[config.mk]
export PLATFORM = sky130hd
export DESIGN_NAME = lsr_ctrl
export DESIGN_NICKNAME = d
export VERILOG_FILES = /design/src/hw/rtl/label_standardize_or_rescale_unit_defines.svh /design/src/hw/rtl/lsr_pkg.sv /design/src/hw/rtl/lsr_ctrl.sv
export SDC_FILE = /design/constraint.sdc
export NUM_CORES = 1
export LEC_CHECK = 0
export ABC_CLOCK_PERIOD_IN_PS = 2450
export BUFFER_PORTS_ARGS = -buffer_cell sky130_fd_sc_hd__buf_2
export CORE_MARGIN = 2
export CORE_UTILIZATION = 39
export CTS_BUF_LIST = sky130_fd_sc_hd__clkbuf_4 sky130_fd_sc_hd__clkbuf_8
export DETAILED_ROUTE_END_ITERATION = 7
export PLACE_DENSITY_LB_ADDON = 0.3
export SLEW_MARGIN = 25
export SYNTH_ARGS = -nofsm -noshare
export SYNTH_HDL_FRONTEND = slang
export SYNTH_SLANG_ARGS = --single-unit
[constraint.sdc]
create_clock -name aclk -period 2.45 [get_ports aclk]
set_input_delay 0.1225 -clock aclk [delete_from_list [all_inputs] [get_ports aclk]]
set_output_delay 0.1225 -clock aclk [all_outputs]
set_load 0.05 [all_outputs]
[src/hw/rtl/label_standardize_or_rescale_unit_defines.svh]
// ---------------------------------------------------------------------------
// Assertion macros for the label standardise / rescale unit
// Shared shorthand for the concurrent checks in the RTL.
// ---------------------------------------------------------------------------
`ifndef LABEL_STANDARDIZE_OR_RESCALE_UNIT_DEFINES_SVH
`define LABEL_STANDARDIZE_OR_RESCALE_UNIT_DEFINES_SVH

// Consequent must hold in the same cycle as the antecedent.
`define LSR_ASSERT_SAME(lbl, clk, rstn, ante, cons) \
    lbl: assert property (@(posedge clk) disable iff (!rstn) (ante) |-> (cons)) \
        else $error("lsr assertion failed");

// Consequent must hold in the cycle after the antecedent.
`define LSR_ASSERT_NEXT(lbl, clk, rstn, ante, cons) \
    lbl: assert property (@(posedge clk) disable iff (!rstn) (ante) |=> (cons)) \
        else $error("lsr assertion failed");

`endif

[src/hw/rtl/lsr_pkg.sv]
// ---------------------------------------------------------------------------
// lsr_pkg
// Types and constants shared by the label standardise / rescale unit.
// ---------------------------------------------------------------------------
package lsr_pkg;

    localparam int DATA_W          = 32;
    localparam int IDX_W           = 6;
    localparam int SPREAD_W        = 31;
    localparam int STAT_W          = 2;
    localparam int DIVISOR_W       = 32;
    localparam int PROD_W          = 64;
    localparam int ROOT_W          = 32;
    localparam int DEF_MAX_SAMPLES = 64;
    localparam int OUT_TDATA_W     = 104;
    localparam int PADDR_W         = 4;

    localparam logic [1:0] REG_MODE  = 2'd0;
    localparam logic [1:0] REG_LOWER = 2'd1;
    localparam logic [1:0] REG_UPPER = 2'd2;

    localparam logic signed [DATA_W-1:0] LOWER_RST = -32'sd65536;
    localparam logic signed [DATA_W-1:0] UPPER_RST = 32'sd65536;

    localparam logic [STAT_W-1:0] ST_OK   = 2'd0;
    localparam logic [STAT_W-1:0] ST_ZERO = 2'd1;
    localparam logic [STAT_W-1:0] ST_DROP = 2'd2;

    typedef struct packed {
        logic load;
        logic p1_acc;
        logic mean_go;
        logic mean_fin;
        logic diff;
        logic mul;
        logic p2_acc;
        logic var_go;
        logic sqrt_go;
        logic sqrt_fin;
        logic ediv_go;
        logic out_load;
        logic idx_clr;
        logic idx_inc;
        logic run_clr;
    } lsr_cmd_t;

    typedef struct packed {
        logic idx_last;
        logic div_done;
        logic sqrt_done;
        logic out_free;
        logic mode;
        logic zero;
    } lsr_sts_t;

endpackage

[src/hw/rtl/lsr_ctrl.sv]
// ---------------------------------------------------------------------------
// lsr_ctrl
// Sequencer for loading, statistics passes and per-sample emission.
// ---------------------------------------------------------------------------
module lsr_ctrl import lsr_pkg::*; (
    input  logic     aclk,
    input  logic     aresetn,
    input  logic     s_tvalid,
    input  logic     s_tlast,
    output logic     s_tready,
    output lsr_cmd_t cmd,
    input  lsr_sts_t sts
);
    localparam logic [4:0] S_IDLE      = 5'd0;
    localparam logic [4:0] S_P1_RD     = 5'd1;
    localparam logic [4:0] S_P1_ACC    = 5'd2;
    localparam logic [4:0] S_MEAN      = 5'd3;
    localparam logic [4:0] S_MEAN_WAIT = 5'd4;
    localparam logic [4:0] S_MEAN_FIN  = 5'd5;
    localparam logic [4:0] S_P2_RD     = 5'd6;
    localparam logic [4:0] S_P2_DIFF   = 5'd7;
    localparam logic [4:0] S_P2_MUL    = 5'd8;
    localparam logic [4:0] S_P2_ACC    = 5'd9;
    localparam logic [4:0] S_VAR       = 5'd10;
    localparam logic [4:0] S_VAR_WAIT  = 5'd11;
    localparam logic [4:0] S_SQRT_WAIT = 5'd12;
    localparam logic [4:0] S_SQRT_FIN  = 5'd13;
    localparam logic [4:0] S_E_RD      = 5'd14;
    localparam logic [4:0] S_E_DIFF    = 5'd15;
    localparam logic [4:0] S_E_MUL     = 5'd16;
    localparam logic [4:0] S_E_DIV     = 5'd17;
    localparam logic [4:0] S_E_WAIT    = 5'd18;
    localparam logic [4:0] S_E_LOAD    = 5'd19;

    logic [4:0] state_reg, state_next;

    always_ff @(posedge aclk) begin
        if (!aresetn)
            state_reg <= S_IDLE;
        else
            state_reg <= state_next;
    end

    assign s_tready = (state_reg == S_IDLE);

    always_comb begin
        cmd        = '0;
        state_next = state_reg;
        case (state_reg)
            S_IDLE: begin
                if (s_tvalid) begin
                    cmd.load = 1'b1;
                    if (s_tlast) begin
                        cmd.idx_clr = 1'b1;
                        state_next  = S_P1_RD;
                    end
                end
            end
            S_P1_RD: state_next = S_P1_ACC;
            S_P1_ACC: begin
                cmd.p1_acc = 1'b1;
                if (sts.idx_last) begin
                    state_next = S_MEAN;
                end else begin
                    cmd.idx_inc = 1'b1;
                    state_next  = S_P1_RD;
                end
            end
            S_MEAN: begin
                cmd.mean_go = 1'b1;
                state_next  = S_MEAN_WAIT;
            end
            S_MEAN_WAIT: begin
                if (sts.div_done) state_next = S_MEAN_FIN;
            end
            S_MEAN_FIN: begin
                cmd.mean_fin = 1'b1;
                cmd.idx_clr  = 1'b1;
                state_next   = sts.mode ? S_E_RD : S_P2_RD;
            end
            S_P2_RD: state_next = S_P2_DIFF;
            S_P2_DIFF: begin
                cmd.diff   = 1'b1;
                state_next = S_P2_MUL;
            end
            S_P2_MUL: begin
                cmd.mul    = 1'b1;
                state_next = S_P2_ACC;
            end
            S_P2_ACC: begin
                cmd.p2_acc = 1'b1;
                if (sts.idx_last) begin
                    state_next = S_VAR;
                end else begin
                    cmd.idx_inc = 1'b1;
                    state_next  = S_P2_RD;
                end
            end
            S_VAR: begin
                cmd.var_go = 1'b1;
                state_next = S_VAR_WAIT;
            end
            S_VAR_WAIT: begin
                if (sts.div_done) begin
                    cmd.sqrt_go = 1'b1;
                    state_next  = S_SQRT_WAIT;
                end
            end
            S_SQRT_WAIT: begin
                if (sts.sqrt_done) state_next = S_SQRT_FIN;
            end
            S_SQRT_FIN: begin
                cmd.sqrt_fin = 1'b1;
                cmd.idx_clr  = 1'b1;
                state_next   = S_E_RD;
            end
            S_E_RD: state_next = S_E_DIFF;
            S_E_DIFF: begin
                cmd.diff   = 1'b1;
                state_next = S_E_MUL;
            end
            S_E_MUL: begin
                cmd.mul    = 1'b1;
                state_next = S_E_DIV;
            end
            S_E_DIV: begin
                if (sts.zero) begin
                    state_next = S_E_LOAD;
                end else begin
                    cmd.ediv_go = 1'b1;
                    state_next  = S_E_WAIT;
                end
            end
            S_E_WAIT: begin
                if (sts.div_done) state_next = S_E_LOAD;
            end
            S_E_LOAD: begin
                if (sts.out_free) begin
                    cmd.out_load = 1'b1;
                    if (sts.idx_last) begin
                        cmd.run_clr = 1'b1;
                        state_next  = S_IDLE;
                    end else begin
                        cmd.idx_inc = 1'b1;
                        state_next  = S_E_RD;
                    end
                end
            end
            default: state_next = S_IDLE;
        endcase
    end
endmodule

# Yosys cells after proc, flatten, opt, wreduce, memory -nomap -nowiden
# Index checks and enable logic that the tools add are counted.
[op_classes]
muxes = 37
n_eq_ne = 26
reduce_logical = 6
[ops]
columns = ["operator", "n"]
rows = [
  ["case mux 5 bit (20 select lines)", 1],
  ["== test 5 x 4 -> 1 bit (second input constant)", 8],
  ["two-way mux 5 bit", 7],
  ["two-way mux 1 bit", 22],
  ["== test 5 x 3 -> 1 bit (second input constant)", 4],
  ["== test 5 bit (second input constant)", 4],
  ["inequality test 2 bit (second input constant)", 7],
  ["two-way mux 4 bit", 3],
  ["== test 5 x 2 -> 1 bit (second input constant)", 2],
  ["OR reduction 2 bit", 4],
  ["AND reduction 7 bit", 1],
  ["== test 5 x 1 -> 1 bit (second input constant)", 1],
  ["logical NOT 5 bit", 1],
  ["two-way mux 2 bit", 2],
  ["case mux 1 bit (2 select lines)", 2],
]
[totals]
out_inout_bits = 16
reg_bits = 5
word_cells = 70
in_bits = 10

# Depth between registers and ports, before layout
[depth]
ltp_word = 3
ltp_mapped = 6
depth_no_buf = 4

# Worst setup path after synthesis
# OpenSTA, ideal clock, no wires.
[synth_path]
path_type = "register -> output"
start = "reg state_reg[0]"
end = "out cmd[0] (netlist bit)"
path_slack_ns = -0.176
stages_incl_launch_ff = 6
path_buffers = 2
required_ns = 2.328
arrival_ns = 2.504
cell_sequence = "dfxtp_1 > clkbuf_1 > nand2_1 > clkbuf_1 > nor3_1 > and2_1"
[synth_rtl]
columns = ["element", "line_no", "source"]
rows = [
  ["start: declaration", "lsr_ctrl.sv:35", "logic [4:0] state_reg, state_next;"],
  ["start signal: assignment", "lsr_ctrl.sv:41", "state_reg <= state_next;"],
  ["end: declaration", "lsr_ctrl.sv:11", "output lsr_cmd_t cmd,"],
]

==> results.sh <==
export IMPL_synth_simple_area_share=0.469
export IMPL_crit_required_ns=2.33
export IMPL_antenna_cells=0
export IMPL_finalHoldViolations=0
export IMPL_seq_area_frac_synth=0.157
export IMPL_nFillCells=159
export IMPL_worstMarginPinSlew_ns=0.518
export IMPL_layout_commonest_cell="buf_2"
export IMPL_hp_class="in -> reg"
export IMPL_first_pass_iters=4
export IMPL_final_cell_mix="25 x buf_2, 11 x nor3_1, 9 x nand2_1"
export IMPL_synth_top_area_share=0.157
export IMPL_finalCritPeriodShare=0.803
export IMPL_critPathMaxFanout=16
export IMPL_p_total_uw=564
export IMPL_post_route_util=0.526
export IMPL_grt_pass1_wl_mm=2.83
export IMPL_drv_slew=0
export IMPL_vias=762
export IMPL_fin_crit_ns=1.97
export IMPL_cts_sink_count=5
export IMPL_synth_xor_area_frac=0.0138
export IMPL_synthArstFlopShare=0
export IMPL_cts_buffers=3
export IMPL_port_buffer_count=25
export IMPL_rows=14
export IMPL_globalplace_congestion=0.804
export IMPL_finalSetupTns_ns=0
export IMPL_clk_pin_slew_ns=0.04
export IMPL_cts_buffer_depth=2
export IMPL_clock_latency_ns=0.24
export IMPL_drt_iter0_drc=19
export IMPL_syn_num_nets=102
export IMPL_nets=126
export IMPL_cts_setup_buffers=0
export IMPL_areaGrowthSynthToFinish_pct=26.2
export IMPL_drc=0
export IMPL_die_w_um=44.4
export IMPL_cts_tree="built"
export IMPL_die_area_um2=1970
export IMPL_grt_pass1_vias=650
export IMPL_io_pin_count=26
export IMPL_setup_viol=0
export IMPL_synth_cell_types=36
export IMPL_hold_start="aresetn"
export IMPL_ys_ff_latch=5
export IMPL_startpoint="state_reg[3]$_SDFFE_PN0P_"
export IMPL_worstSetupPathType="reg -> out"
export IMPL_hold_buffers=0
export IMPL_place_area_um2=772
export IMPL_fmaxAchievable_ghz=0.508
export IMPL_wl_per_cell_um=12.8
export IMPL_yosys_mux_area_fraction=0.0650
export IMPL_cts_root_buf="clkbuf_4"
export IMPL_layout_drive_gt1_share=0.339
export IMPL_synth_fa_ha_area_frac=0
export IMPL_synth_main_ff_cell="dfxtp_1"
export IMPL_syn_avg_cell_area_um2=6.91
export IMPL_maxCapViolCount=0
export IMPL_yosysTopAreaCell="dfxtp_1"
export IMPL_synth_edf_count=0
export IMPL_slew_headroom=0.654
export IMPL_syn_area_um2=636
export IMPL_yosys_top_cells_area="dfxtp_1 16%, nor3_1 9.4%, nand2_1 5.3%, mux2i_1 4.7%, clkbuf_1 4.1%"
export IMPL_critPathLaunchType="flip-flop"
export IMPL_grt_use_total=0.194
export IMPL_cts_htree_levels=1
export IMPL_floorplan_initialDensity=0.417
export IMPL_largest_reg_flops=5
export IMPL_skew_ns=0.00503
export IMPL_vias_per_cell=5.82
export IMPL_timing_rr_start="state_reg[3]$_SDFFE_PN0P_"
export IMPL_synth_compound_area_share=0.211
export IMPL_yosysWarnings=0
export IMPL_final_cell_area_um2=802
export IMPL_wl_mm=1.68
export IMPL_p_per_area_nw_per_um2=704
export IMPL_core_area_um2=1520
export IMPL_grt_overflow=0
export IMPL_synth_top_family_by_area="simple AND/OR/NAND/NOR gates"
export IMPL_cp_data_arrival_time_ns=1.85
export IMPL_die_y_um=44.4
export IMPL_ant_nets=0
export IMPL_dp_hpwl_mm=1.24
export IMPL_grt_max_degree=20
export IMPL_endpoint_kind="output port"
export IMPL_synthCells=92
export IMPL_ctsResizeCount=0
export IMPL_antenna_found_initial=0
export IMPL_p_leak_uw=0.000357
export IMPL_ir_drop_mv=0.616
export IMPL_status="finished clean"
export IMPL_rsz0062_at_grt="no"
worst max-delay path: stages (launching register included):
cell and delay, ns:
dfxtp_1 0.46, or2_1 0.42, nor3_1 0.24, a21oi_1 0.06, nor3_1 0.14, buf_2 0.29
cells in the mapped netlist (all sizes together) (3+ instances only):
master   n
clkbuf   7
dfxtp    5
o21ai    4
and3     3
inv      3
nor2     6
nor3    12
nand2    9
nand2b   3
nor2b    3
mux2i    3
a21oi    3
final timing paths:
kind / endpoint / slack [ns] / depth (start not counted)
setup / recovery: cmd[2] / 0.48 / 5
hold / removal: state_reg[2]$_SDFFE_PN0P_ / 0.18 / 3
setup reg to reg: state_reg[0]$_SDFFE_PN0P_ / 0.53 / 4
hold reg to reg: state_reg[0]$_SDFFE_PN0P_ / 0.68 / 3
through the flow:
step / setup slack [ns] / hold WS (ns) / instances
after global placement: 0.602 / 0.426 / 127
final: 0.482 / 0.183 / 131
after floorplan: 0.0774 / 0.310 / 92
after global routing: 0.298 / 0.185 / 131
after CTS: 0.506 / 0.172 / 131
after detailed placement: 0.548 / 0.433 / 127
cell type report:
class / count / area, um2 / area share
clock buffer: 4 / 30.0 / 0.0374
tap: 16 / 20.0 / 0.0250
sequential: 5 / 100 / 0.125
multi-input combinational: 75 / 493 / 0.615
inverter: 3 / 11.3 / 0.0140
timing repair buffer: 28 / 148 / 0.184
cell families after synthesis:
kind of cell           count (synthesis)
flip-flops                             5
multiplexers                           4
XOR/XNOR                               1
AO/OA/AOI/OAI                         18
buffers and inverters                 12
AND/OR/NAND/NOR                       52
routing by layer:
metal | wire length (um) | vias up | share of wire | global-route usage
met4 | 14 | 0 | 0.0083 | 0.0667
met1 | 741 | 348 | 0.44 | 0.252
met2 | 820 | 29 | 0.49 | 0.294
met3 | 104 | 2 | 0.062 | 0.0735
li1 | - | 383 | - | -
met5 | 0 | - | 0 | 0
power breakdown:
part	switching, uW	internal (uW)	total (uW)
Combinational	226	115	341
Sequential	24.2	94.9	119
Clock	32.0	72.5	105
Total	282	282	564
Power figures use the tool's default switching activity.
